--- config.mk ---
export PLATFORM = sky130hd
export DESIGN_NAME = first_fit_page_allocator_flat
export DESIGN_NICKNAME = d
export VERILOG_FILES = /design/src/hdl/ffpa_pkg.sv /design/src/hdl/ffpa_if.sv /design/src/hdl/ffpa_div.sv /design/src/hdl/ffpa_map.sv /design/src/hdl/first_fit_page_allocator.sv /design/src/flat_wrapper.sv
export SDC_FILE = /design/constraint.sdc
export NUM_CORES = 1
export LEC_CHECK = 0
export BUFFER_PORTS_ARGS = -buffer_cell sky130_fd_sc_hd__buf_4
export CAP_MARGIN = 40
export CELL_PAD_IN_SITES_DETAIL_PLACEMENT = 0
export CELL_PAD_IN_SITES_GLOBAL_PLACEMENT = 1
export CORE_MARGIN = 10
export CORE_UTILIZATION = 40
export DETAILED_ROUTE_END_ITERATION = 8
export GPL_TIMING_DRIVEN = 0
export PLACE_DENSITY = 0.7
export SETUP_SLACK_MARGIN = 0.02
export SLEW_MARGIN = 40
export SYNTH_ARGS = -nofsm -noshare
export SYNTH_HDL_FRONTEND = slang
export SYNTH_SLANG_ARGS = --single-unit
--- constraint.sdc ---
create_clock -name clk_i -period 12.1 [get_ports clk_i]
set_clock_uncertainty 0.05 [all_clocks]
set_input_delay 1.21 -clock clk_i [delete_from_list [all_inputs] [get_ports clk_i]]
set_output_delay 1.21 -clock clk_i [all_outputs]
set_load 0.005 [all_outputs]
--- src/hdl/ffpa_pkg.sv ---
package ffpa_pkg;

  localparam int CFG_W    = 13;
  localparam int NEED_W   = 16;
  localparam int DIV_W    = CFG_W + 10;

  typedef logic        cmd_t;
  typedef logic [15:0] size_kb_t;
  typedef logic [9:0]  page_idx_t;
  typedef logic [7:0]  alloc_start_t;
  typedef logic [10:0] kb_t;
  typedef logic [CFG_W-1:0] ram_mb_t;

  localparam cmd_t CMD_ALLOC = 1'b0;
  localparam cmd_t CMD_FREE  = 1'b1;

endpackage

--- src/hdl/ffpa_if.sv ---
interface ffpa_in_if;
  import ffpa_pkg::*;

  logic      valid;
  logic      ready;
  cmd_t      cmd;
  size_kb_t  size_kb;
  page_idx_t free_start;

  modport source (output valid, output cmd, output size_kb, output free_start, input ready);
  modport sink   (input valid, input cmd, input size_kb, input free_start, output ready);
endinterface

interface ffpa_out_if;
  import ffpa_pkg::*;

  logic         valid;
  logic         ready;
  logic         ok;
  alloc_start_t alloc_start;
  kb_t          used_kb;
  kb_t          free_kb;

  modport source (output valid, output ok, output alloc_start, output used_kb, output free_kb,
                  input ready);
  modport sink   (input valid, input ok, input alloc_start, input used_kb, input free_kb,
                  output ready);
endinterface

--- src/hdl/ffpa_div.sv ---
module ffpa_div #(
  parameter int DW      = 23,
  parameter int DIVISOR = 4
) (
  input  logic          clk_i,
  input  logic          rst_ni,
  input  logic          start_i,
  input  logic [DW-1:0] dividend_i,
  output logic          done_o,
  output logic [DW-1:0] quotient_o
);
  // floor division by a constant: multiply by the reciprocal rounded up, exact for DW-bit
  // dividends since the rounding error stays below 2**(SH-DW)
  localparam int          SH    = DW + $clog2(DIVISOR);
  localparam int          PW    = DW + SH + 1;
  localparam logic [SH:0] RECIP =
    (SH + 1)'(((64'd1 << SH) + 64'(DIVISOR) - 64'd1) / 64'(DIVISOR));

  logic [DW-1:0] dvd_q;
  logic [DW-1:0] quo_q;
  logic          busy_q;
  logic          done_q;
  logic [PW-1:0] product;

  assign product = PW'(dvd_q) * PW'(RECIP);

  always_ff @(posedge clk_i or negedge rst_ni) begin
    if (!rst_ni) begin
      busy_q <= 1'b0;
      done_q <= 1'b0;
    end else begin
      busy_q <= start_i;
      done_q <= busy_q && !start_i;
    end
  end

  always_ff @(posedge clk_i) begin
    if (start_i) begin
      dvd_q <= dividend_i;
    end
    if (busy_q) begin
      quo_q <= product[SH +: DW];
    end
  end

  assign done_o     = done_q;
  assign quotient_o = quo_q;
endmodule

--- src/hdl/ffpa_map.sv ---
module ffpa_map #(
  parameter int DEPTH = 256,
  parameter int AW    = 8
) (
  input  logic          clk_i,
  input  logic          we_i,
  input  logic [AW-1:0] waddr_i,
  input  logic          wdata_i,
  input  logic [AW-1:0] raddr_i,
  output logic          rdata_o
);
  logic mem [DEPTH];
  logic rdata_q;

  always_ff @(posedge clk_i) begin
    if (we_i) begin
      mem[waddr_i] <= wdata_i;
    end
    rdata_q <= mem[raddr_i];
  end

  assign rdata_o = rdata_q;
endmodule

--- src/hdl/first_fit_page_allocator.sv ---
// First-fit page allocator over a one-bit-per-page usage map held in a single-port-write
// memory. After reset the block sweeps the map clear one page a cycle and takes no beat
// meanwhile; a write of the RAM size register works out the managed page count by a
// reciprocal multiply, then runs the same sweep. One item is then worked at a time: accept it,
// turn the size into pages by the same multiply, then a page-serial walk through the map, one
// page a cycle, and load the result once the output register is free. An allocate scans the
// managed pages for a run and then marks each page granted; a free clears each used page
// released within the managed range. A result is held in an output register, so the next
// item is accepted while it waits.
module first_fit_page_allocator #(
  parameter int MAP_PAGES = 256,
  parameter int PAGE_KB   = 4
) (
  input  logic              clk_i,
  input  logic              rst_ni,
  input  logic              cfg_we_i,
  input  ffpa_pkg::ram_mb_t cfg_wdata_i,
  ffpa_in_if.sink           in_i,
  ffpa_out_if.source        out_o
);
  import ffpa_pkg::*;

  localparam int AW    = (MAP_PAGES > 1) ? $clog2(MAP_PAGES) : 1;
  localparam int CNT_W = $clog2(MAP_PAGES + 1);
  localparam int XW    = (CNT_W > 10) ? CNT_W : 10;
  localparam int RESET_MANAGED = ((1024 / PAGE_KB) > MAP_PAGES) ? MAP_PAGES : (1024 / PAGE_KB);

  localparam logic [2:0] S_CLEAR = 3'd0;
  localparam logic [2:0] S_CDIV  = 3'd1;
  localparam logic [2:0] S_IDLE  = 3'd2;
  localparam logic [2:0] S_NDIV  = 3'd3;
  localparam logic [2:0] S_SCAN  = 3'd4;
  localparam logic [2:0] S_MARK  = 3'd5;
  localparam logic [2:0] S_FREE  = 3'd6;
  localparam logic [2:0] S_RESP  = 3'd7;

  logic [2:0]        state_q, state_d;
  logic [XW-1:0]     idx_q, idx_d;
  logic [CNT_W-1:0]  run_q, run_d;
  logic [CNT_W-1:0]  run_inc;
  logic [AW-1:0]     end_q, end_d;
  logic [NEED_W-1:0] need_q, need_d;
  logic [CNT_W-1:0]  used_q, used_d;
  logic [CNT_W-1:0]  managed_q, managed_d;
  cmd_t              cmd_q, cmd_d;
  logic              ok_q, ok_d;
  logic [XW-1:0]     start_q, start_d;

  logic              out_valid_q, out_valid_d;
  logic              out_ok_q, out_ok_d;
  alloc_start_t      out_start_q, out_start_d;
  kb_t               out_used_q, out_used_d;
  kb_t               out_free_q, out_free_d;

  logic              mem_we;
  logic [AW-1:0]     mem_waddr;
  logic              mem_wdata;
  logic              rd_data;

  logic              div_start;
  logic [DIV_W-1:0]  div_dividend;
  logic              div_done;
  logic [DIV_W-1:0]  div_quo;

  ffpa_div #(
    .DW      (DIV_W),
    .DIVISOR (PAGE_KB)
  ) u_div (
    .clk_i      (clk_i),
    .rst_ni     (rst_ni),
    .start_i    (div_start),
    .dividend_i (div_dividend),
    .done_o     (div_done),
    .quotient_o (div_quo)
  );

  // read data always belongs to the page that idx_q points at
  ffpa_map #(
    .DEPTH (MAP_PAGES),
    .AW    (AW)
  ) u_map (
    .clk_i   (clk_i),
    .we_i    (mem_we),
    .waddr_i (mem_waddr),
    .wdata_i (mem_wdata),
    .raddr_i (idx_d[AW-1:0]),
    .rdata_o (rd_data)
  );

  assign in_i.ready = (state_q == S_IDLE);
  assign run_inc    = run_q + 1'b1;

  always_comb begin
    state_d      = state_q;
    idx_d        = idx_q;
    run_d        = run_q;
    end_d        = end_q;
    need_d       = need_q;
    used_d       = used_q;
    managed_d    = managed_q;
    cmd_d        = cmd_q;
    ok_d         = ok_q;
    start_d      = start_q;
    out_valid_d  = out_valid_q;
    out_ok_d     = out_ok_q;
    out_start_d  = out_start_q;
    out_used_d   = out_used_q;
    out_free_d   = out_free_q;
    mem_we       = 1'b0;
    mem_waddr    = idx_q[AW-1:0];
    mem_wdata    = 1'b0;
    div_start    = 1'b0;
    div_dividend = DIV_W'(in_i.size_kb) + DIV_W'(PAGE_KB - 1);

    if (out_valid_q && out_o.ready) begin
      out_valid_d = 1'b0;
    end

    case (state_q)
      S_CLEAR: begin
        mem_we = 1'b1;
        idx_d  = idx_q + 1'b1;
        if (idx_q[AW-1:0] == AW'(MAP_PAGES - 1)) begin
          idx_d   = '0;
          state_d = S_IDLE;
        end
      end
      S_CDIV: begin
        if (div_done) begin
          managed_d = (div_quo > DIV_W'(MAP_PAGES)) ? CNT_W'(MAP_PAGES)
                                                    : div_quo[CNT_W-1:0];
          idx_d     = '0;
          state_d   = S_CLEAR;
        end
      end
      S_IDLE: begin
        if (in_i.valid) begin
          div_start = 1'b1;
          cmd_d     = in_i.cmd;
          idx_d     = XW'(in_i.free_start);
          state_d   = S_NDIV;
        end
      end
      S_NDIV: begin
        if (div_done) begin
          need_d  = div_quo[NEED_W-1:0];
          run_d   = '0;
          ok_d    = 1'b0;
          start_d = '0;
          if (cmd_q == CMD_ALLOC) begin
            idx_d   = '0;
            state_d = (div_quo[NEED_W-1:0] == '0) ? S_RESP : S_SCAN;
          end else begin
            state_d = S_FREE;
          end
        end
      end
      S_SCAN: begin
        if (idx_q >= XW'(managed_q)) begin
          start_d = '0;
          state_d = S_RESP;
        end else if (!rd_data) begin
          run_d = run_inc;
          if (run_q == '0) begin
            start_d = idx_q;
          end
          if (NEED_W'(run_inc) == need_q) begin
            // run complete: rewind to its first page and mark it
            ok_d    = 1'b1;
            end_d   = idx_q[AW-1:0];
            idx_d   = (run_q == '0) ? idx_q : start_q;
            state_d = S_MARK;
          end else begin
            idx_d = idx_q + 1'b1;
          end
        end else begin
          run_d = '0;
          idx_d = idx_q + 1'b1;
        end
      end
      S_MARK: begin
        mem_we    = 1'b1;
        mem_wdata = 1'b1;
        if (idx_q[AW-1:0] == end_q) begin
          used_d  = used_q + need_q[CNT_W-1:0];
          state_d = S_RESP;
        end else begin
          idx_d = idx_q + 1'b1;
        end
      end
      S_FREE: begin
        if ((idx_q >= XW'(managed_q)) || (NEED_W'(run_q) == need_q)) begin
          ok_d    = 1'b1;
          state_d = S_RESP;
        end else begin
          if (rd_data) begin
            mem_we = 1'b1;
            used_d = used_q - 1'b1;
          end
          idx_d = idx_q + 1'b1;
          run_d = run_inc;
        end
      end
      S_RESP: begin
        if (!out_valid_q || out_o.ready) begin
          out_valid_d = 1'b1;
          out_ok_d    = ok_q;
          out_start_d = start_q[7:0];
          out_used_d  = 11'(32'(used_q) * 32'(PAGE_KB));
          out_free_d  = 11'(32'(managed_q - used_q) * 32'(PAGE_KB));
          state_d     = S_IDLE;
        end
      end
      default: begin
        state_d = S_IDLE;
      end
    endcase

    // size register write: recompute managed pages, then sweep the map clear
    if (cfg_we_i) begin
      div_start    = 1'b1;
      div_dividend = {cfg_wdata_i, 10'b0};
      used_d       = '0;
      state_d      = S_CDIV;
    end
  end

  always_ff @(posedge clk_i or negedge rst_ni) begin
    if (!rst_ni) begin
      state_q     <= S_CLEAR;
      idx_q       <= '0;
      used_q      <= '0;
      managed_q   <= CNT_W'(RESET_MANAGED);
      out_valid_q <= 1'b0;
    end else begin
      state_q     <= state_d;
      idx_q       <= idx_d;
      used_q      <= used_d;
      managed_q   <= managed_d;
      out_valid_q <= out_valid_d;
    end
  end

  always_ff @(posedge clk_i) begin
    run_q       <= run_d;
    end_q       <= end_d;
    need_q      <= need_d;
    cmd_q       <= cmd_d;
    ok_q        <= ok_d;
    start_q     <= start_d;
    out_ok_q    <= out_ok_d;
    out_start_q <= out_start_d;
    out_used_q  <= out_used_d;
    out_free_q  <= out_free_d;
  end

  assign out_o.valid       = out_valid_q;
  assign out_o.ok          = out_ok_q;
  assign out_o.alloc_start = out_start_q;
  assign out_o.used_kb     = out_used_q;
  assign out_o.free_kb     = out_free_q;
endmodule
--- src/flat_wrapper.sv ---
// flat-port wrapper written by rule: the top's interface ports become plain ports
module first_fit_page_allocator_flat import ffpa_pkg::*;
#(
  parameter int MAP_PAGES = 256,
  parameter int PAGE_KB   = 4
)
  (clk_i, rst_ni, cfg_we_i, cfg_wdata_i, in_i_valid, in_i_cmd, in_i_size_kb, in_i_free_start, in_i_ready, out_o_valid, out_o_ok, out_o_alloc_start, out_o_used_kb, out_o_free_kb, out_o_ready);
  ffpa_in_if in_i_i ();
  ffpa_out_if out_o_i ();
  input  logic clk_i;
  input  logic rst_ni;
  input  logic cfg_we_i;
  input  ffpa_pkg::ram_mb_t cfg_wdata_i;
  input wire logic [$bits(in_i_i.valid)-1:0] in_i_valid;
  input wire logic [$bits(in_i_i.cmd)-1:0] in_i_cmd;
  input wire logic [$bits(in_i_i.size_kb)-1:0] in_i_size_kb;
  input wire logic [$bits(in_i_i.free_start)-1:0] in_i_free_start;
  output wire logic [$bits(in_i_i.ready)-1:0] in_i_ready;
  output wire logic [$bits(out_o_i.valid)-1:0] out_o_valid;
  output wire logic [$bits(out_o_i.ok)-1:0] out_o_ok;
  output wire logic [$bits(out_o_i.alloc_start)-1:0] out_o_alloc_start;
  output wire logic [$bits(out_o_i.used_kb)-1:0] out_o_used_kb;
  output wire logic [$bits(out_o_i.free_kb)-1:0] out_o_free_kb;
  input wire logic [$bits(out_o_i.ready)-1:0] out_o_ready;
  assign in_i_i.valid = in_i_valid;
  assign in_i_i.cmd = in_i_cmd;
  assign in_i_i.size_kb = in_i_size_kb;
  assign in_i_i.free_start = in_i_free_start;
  assign in_i_ready = in_i_i.ready;
  assign out_o_valid = out_o_i.valid;
  assign out_o_ok = out_o_i.ok;
  assign out_o_alloc_start = out_o_i.alloc_start;
  assign out_o_used_kb = out_o_i.used_kb;
  assign out_o_free_kb = out_o_i.free_kb;
  assign out_o_i.ready = out_o_ready;
  first_fit_page_allocator #(.MAP_PAGES(MAP_PAGES), .PAGE_KB(PAGE_KB)) u_core (.clk_i(clk_i), .rst_ni(rst_ni), .cfg_we_i(cfg_we_i), .cfg_wdata_i(cfg_wdata_i), .in_i(in_i_i), .out_o(out_o_i));
endmodule
# [After elaboration in Yosys (flattened, before gate mapping)]
# Memory sizes are Yosys's and may differ from the RTL's. A register that Yosys moved wholly into a read port is not among the register bits.
# Cells that the tools add are included.
[word_totals] reg_bits=150 elab_cells=150 mem_count=1 ram_bits=256
[classes] n_reduce_logical=25 n_mux=60 eq_ne=33 order_cmp=2 bitwise_logic=2 add_sub_neg=6
[mem_list] name="u_core.u_map.mem" words=256 word_bits=1 rd=1 rd_clocked_by_memory_dff=1 write_ports=1 line="ffpa_map.sv:12" source="logic mem [DEPTH];"
[op_table] operator="2-to-1 mux 10 bit" count=14
[op_table] operator="2-to-1 mux 9 bit" count=9
[op_table] operator="case mux 10 bit (7 select lines)" count=1
[op_table] operator="2-to-1 mux 3 bit" count=12
[op_table] operator="equality test 9 x 16 -> 1 bit" count=2
[op_table] operator="case mux 9 bit (3 select lines)" count=1
[op_table] operator="case mux 3 bit (8 select lines)" count=1
[op_table] operator="2-to-1 mux 23 bit" count=1
[op_table] operator="> comparator 21 x 9 -> 1 bit (second input constant)" count=1
[op_table] operator="case mux 10 bit (2 select lines)" count=1
[op_table] operator="case mux 9 bit (2 select lines)" count=1
[op_table] operator="adder 16 x 2 -> 17 bit (second input constant)" count=1
[op_table] operator="logical NOT 16 bit" count=1
[op_table] operator="2-to-1 mux 1 bit" count=16
[op_table] operator="inequality test 2 bit (second input constant)" count=8
[op_table] operator="inequality test 3 x 2 -> 1 bit (second input constant)" count=5
[op_table] operator="inequality test 3 bit (second input constant)" count=5
[op_table] operator="equality test 3 bit (second input constant)" count=4
[op_table] operator="AND reduction 4 bit" count=3
[op_table] operator="adder 10 x 1 -> 10 bit (second input constant)" count=1
[op_table] operator=">= comparator 10 x 9 -> 1 bit" count=1
[op_table] operator="adder 9 x 1 -> 9 bit (second input constant)" count=1
[op_table] operator="adder 9 bit" count=1
[op_table] operator="logical NOT 9 bit" count=1
[op_table] operator="26 further kinds" count=36

# [Longest topological paths before layout]
[logic_depth] depth_word=7 depth_mapped=21 mapped_depth_nobuf=17

# [Modules after synthesis]
# From an unflattened synthesis, not the netlist that was laid out.
[hier_totals] hier_cells=1489 hier_area_um2=18864.3
[modules_own_cells] mod="ffpa_map" seq_area_each_um2=7707.4 area_per_inst_um2=11128.2 cells_per_inst=788 instances=1
[modules_own_cells] mod="first_fit_page_allocator" seq_area_each_um2=2964.1 area_per_inst_um2=6392.4 cells_per_inst=653 instances=1
[modules_own_cells] mod="ffpa_div" seq_area_each_um2=1311.3 area_per_inst_um2=1343.8 cells_per_inst=48 instances=1

# [Worst setup path before layout]
# OpenSTA, ideal clock, no wires.
[synth_timing] path_type="register to register" from="register u_core.state_q[1]" to="register u_core.u_map.rdata_q (netlist: u_core.u_map.rdata_o), read port of u_core.u_map.mem" path_buffers=5 setup_ns=0.115 arrival_ns=9.847 slack_ns=2.088 synth_period_minus_slack_ns=10.012 stages_incl_launch_ff=17 required_ns=11.935 cell_sequence="dfrtp_1 -> clkbuf_1 -> clkbuf_1 -> nor2_1 -> a31oi_1 -> nand4_1 -> a22o_1 -> a221oi_4 -> inv_2 -> clkbuf_1 -> clkbuf_1 -> clkbuf_1 -> nand3_1 -> a31oi_1 -> nand4_1 -> nand4b_1 -> and3_1"
[synth_between] elab_chain_len=2 elab_cells_between_ends=8 classes_between="6 x eq/ne; 1 x mux; 1 x reduce/logical"
[synth_rtl] item="start: declaration" line="first_fit_page_allocator.sv:37" source="logic [2:0] state_q, state_d;"
[synth_rtl] item="start signal: assignment" line="first_fit_page_allocator.sv:236" source="state_q <= state_d;"
[synth_rtl] item="equality test 3 bit, or another cell as far along" line="first_fit_page_allocator.sv:119" source="case (state_q)"
[synth_rtl] item="case mux 10 bit (7 select lines) *" line="first_fit_page_allocator.sv:119"
[synth_rtl] item="via u_core.idx_d[1]" line="first_fit_page_allocator.sv:38" source="logic [XW-1:0] idx_q, idx_d;"
[synth_rtl] item="end: declaration" line="ffpa_map.sv:13" source="logic rdata_q;"
# The timed path passes the listed nets; every way through them passes the cells marked *.
# A chain may end at the register's enable or synchronous reset.

# [Worst setup path after layout]
[layout_timing] from="register u_core.idx_q[0]" to="register u_core.u_map.rdata_q (netlist: u_core.u_map.rdata_o), read port of u_core.u_map.mem"
[layout_between] elab_chain_len=5 elab_cells_between_ends=17 classes_between="1 x add/sub; 1 x order compare; 2 x eq/ne; 12 x mux; 1 x reduce/logical"
[layout_rtl] item="start: declaration" line="first_fit_page_allocator.sv:38"
[layout_rtl] item="start signal: assignment" line="first_fit_page_allocator.sv:237" source="idx_q <= idx_d;"
[layout_rtl] item="adder 10 x 1 -> 10 bit"
[layout_rtl] item="2-to-1 mux 10 bit" line="first_fit_page_allocator.sv:167" source="if (NEED_W'(run_inc) == need_q) begin"
[layout_rtl] item="2-to-1 mux 10 bit" line="first_fit_page_allocator.sv:162" source="end else if (!rd_data) begin"
[layout_rtl] item="2-to-1 mux 10 bit" line="first_fit_page_allocator.sv:159" source="if (idx_q >= XW'(managed_q)) begin"
[layout_rtl] item="case mux 10 bit (7 select lines) *" line="first_fit_page_allocator.sv:119"
[layout_rtl] item="via u_core.idx_d[2]" line="first_fit_page_allocator.sv:38"
# The timed path passes the listed nets; every way through them passes the cells marked *. The select of a mux whose other input is x is not followed.

==> run_results.csv <==
group,metric,value,unit
global_routing,antenna_found_initial,0,
logic_synthesis,syn_area,19500,µm²
sta,rsz0062_at_grt,"no",
setup_path,crit_type,"reg2reg",
logic_synthesis,yosys_warnings,0,
power,worst_ir_drop_vdd,0.0945,mV
sta,maxSlewHeadroom,41.2,%
sta,report.final.slew_viol_count,0,
drt,drt-initial-drc-count,1526,
sta,timing.fmax,149,MHz
drt,drt_wl_total,60500,µm
logic_synthesis,synth_flop_cell,"edfxtp_1",
clock_tree,clockBufferDepth,3,
logic_synthesis,synth_common_cells,"edfxtp_1 (370), nor2_1 (330), nand2_1 (182)",
floorplan,core_area,47900,µm²
sta,final-setup-viol-count,0,
drt,ant_nets,0,
global_routing,grt_max_degree,35,
global_routing,first_global_vias,14200,
logic_synthesis,synthDistinctLibCells,88,
floorplan,die_area,57900,µm²
status,status,"completed",
clock_tree,post_cts_buffers,0,
job,maxCapViolCount,0,
global_routing,met1_usage,28.6,%
power,power_per_cell_area,210,nW/µm²
logic_synthesis,synth-seq-cells,405,
sta,finalCritPeriodShare,55.4,%
clock_tree,cts-htree-levels,2,
setup_path,startpoint_type,"flop",
power,sw_frac_of_total,39.6,%
logic_synthesis,synth_edf_count,370,
logic_synthesis,synth_most_common_cell,"edfxtp_1",
logic_synthesis,synthTopCellsByArea,"edfxtp_1 (57%), nor2_1 (6.4%), dfrtp_1 (4.2%), nand2_1 (3.5%), nand3_1 (2.6%)",
logic_synthesis,async_reset_ff_share,8.40,%
layout,fin_area,22400,µm²
power,p_comb_share,37.5,%
layout,nets,1964,
global_routing,grt_use_total,20.7,%
setup_path,cp_max_fo,10,
layout,drive_gt1_share,11.9,%
drt,drtPass1Iterations,5,
layout,finish.utilization,46.8,%
power,p_int,2.84,mW
clock_tree,cts_root_buf,"clkbuf_16",
setup_path,required,12.48,ns
setup_path,crit_arrival,7.08,ns
global_routing,grt_first_pass_wirelength,89700,µm
floorplan,die_w,241,µm
floorplan,die_h,241,µm
clock_tree,cts_tree,"built",
drt,avgViaCountPerCell,5.75,
place,port-buffer-count,73,
floorplan,start_util,40.6,%
place,postPlaceCellArea,21100,µm²
global_routing,globalRouteMet3Util,3.51,%
floorplan,io_pins,78,
drt,vias,14600,
place,dp.cells,2453,
global_routing,grt_busiest_layer,"met2",
sta,fin_ws,5.39,ns
place,pre_cts_slack,5.68,ns
power,power.share.clock,27.4,%
setup_path,end_kind,"flop",
sta,holdWs,0.368,ns
layout,area_growth,15.2,%
drt,drc,0,
clock_tree,clkTransAtPathRegs,0.06,ns
sta,hold_viol,0,
global_routing,use_met2,32.4,%
power,switchingPower,1.86,mW
drt,routedWlPerCell,23.9,µm
logic_synthesis,synth_cells,1749,
sta,post-route-min-period,6.71,ns
clock_tree,clock_latency,0.58,ns
logic_synthesis,synth_area_leader_cell,"edfxtp_1",
power,pwr-share-seq,35.1,%
place,gp_congestion,0.888,
sta,tightest_slew,0.882,ns
logic_synthesis,synth_top_cell_area_share,57.0,%
global_routing,grt_remaining_overflow,0,
layout,stdcell_count,2533,
floorplan,std_cell_rows,80,
power,p_leak,8.00,nW
place,post-dp-hpwl,40700,µm
clock_tree,cts.sinks,405,
hold_path,hp-class,"reg2reg",
logic_synthesis,syn_avg_cell_area,11.1,µm²
clock_tree,cts_buffers,43,
clock_tree,cts_resized,0,
clock_tree,hold_buffers,0,
logic_synthesis,ys_seq_area_share,61.5,%
## final cells by class
type | instances | area [µm²]
fillers | 4365 | 25500
multi-input cells | 1183 | 6850
clock buffers | 58 | 1150
well taps | 615 | 769
plain buffers | 117 | 532
repair buffers | 87 | 787
clock inverters | 20 | 190
flip-flops and latches | 405 | 12000
diodes | 1 | 2.50
inverters | 47 | 176
## kinds of logic (layout without fill, tap and decap cells)
group | count (synthesis) | in the layout | synth area share, %
adders and majority gates | 35 | 35 | 2.33
xor gates and xnor gates | 67 | 67 | 3.01
muxes | 44 | 44 | 2.33
AOI/OAI and AO/OA | 256 | 256 | 9.13
DFF | 405 | 405 | 61.5
buffers and inverters | 164 | 329 | 3.56
other | 1 | 5 | 0.0193
and+or+nand+nor | 777 | 777 | 18.1
## metal layers
layer / up-vias / part of all wire [%]
li1: 6594 / -
met1: 7218 / 44
met2: 650 / 45
met3: 109 / 8.1
met4: 0 / 2.8
met5: - / 0
## power groups by stage
stage / Combinational [mW] / Clock, mW / Sequential, mW
after floorplan: 1.04 / 0 / 1.66
after global placement: 1.68 / 0 / 1.69
after detailed placement: 1.70 / 0 / 1.68
after CTS: 1.71 / 1.31 / 1.65
after global routing: 1.85 / 1.36 / 1.66
final: 1.76 / 1.29 / 1.65
## state kept, by name, summed over array words and instances, names as in the netlist, 8 cells and up
| register | cells |
|---|---|
| u_core.out_o.free_kb | 9 |
| u_core.u_div.dvd_q | 21 |
| u_core.end_q | 8 |
| u_core.start_q | 10 |
| u_core.need_q | 16 |
| u_core.out_o.alloc_start | 8 |
| u_core.idx_q | 10 |
| u_core.u_div.quotient_o | 21 |
| u_core.used_q | 9 |
| u_core.run_q | 9 |
| u_core.managed_q | 9 |
| u_core.u_map.mem | 256 |
| u_core.out_o.used_kb | 9 |
## worst paths after layout
kind	startpoint	end	slack (ns)	depth (start not counted)
setup / recovery	u_core.idx_q[0]$_DFF_PN0_	u_core.u_map.rdata_o$_DFF_P_	5.39	18
hold / removal	u_core.u_div.dvd_q[21]$_SDFFCE_PN0P_	u_core.u_div.quotient_o[19]$_DFFE_PP_	0.37	0
setup reg to reg	u_core.idx_q[0]$_DFF_PN0_	u_core.u_map.rdata_o$_DFF_P_	5.39	18
hold reg to reg	u_core.u_div.dvd_q[21]$_SDFFCE_PN0P_	u_core.u_div.quotient_o[19]$_DFFE_PP_	0.37	0
max in group asynchronous	rst_ni	u_core.u_div.busy_q$_DFF_PN0_	11.04	1
min in group asynchronous	rst_ni	u_core.used_q[3]$_DFFE_PN0P_	0.55	1
## cells in the final DEF (no fill, tap or decap), types with 8 or more instances in the layout
master     count
edfxtp_1     370
nor2_1       326
nand2_1      182
nand3_1      101
clkbuf_1      85
buf_4         80
o21ai_0       51
and3_1        45
inv_1         44
clkbuf_16     44
a21oi_1       41
xnor2_1       36
mux2i_1       34
ha_1          33
a31oi_1       32
dfrtp_1       32
xor2_1        31
nor3_1        23
buf_2         21
a311oi_1      21
a21o_1        18
and2_1        14
a22o_1        12
clkbuf_2      12
nand4_1       11
nor2b_1       11
nand2b_1      10
mux2_2        10
o31ai_1        9
clkinv_1       8
nor4_1         8
a22oi_1        8
## stage by stage
step                      setup TNS [ns]  power, mW
after CTS                              0       4.67
after floorplan                        0       2.70
final                                  0       4.71
after detailed placement               0       3.38
after global routing                   0       4.87
after global placement          -1031.21       3.38
## critical path, stage by stage (launching register included)
cell and delay [ns]:
dfrtp_1 0.41, clkbuf_1 0.50, inv_1 0.36, ha_1 0.37
nor2_1 0.08, a21oi_1 0.09, o41ai_2 0.65, nand3_1 0.26
or2_1 0.26, clkbuf_1 0.22, and3_1 0.26, o211ai_1 0.48
nand2b_1 0.35, buf_2 0.46, nor2_1 0.29, a2111oi_0 0.68
nand4_1 0.27, a2bb2oi_1 0.24, and3_1 0.26
(Power assumes the default switching activity.)
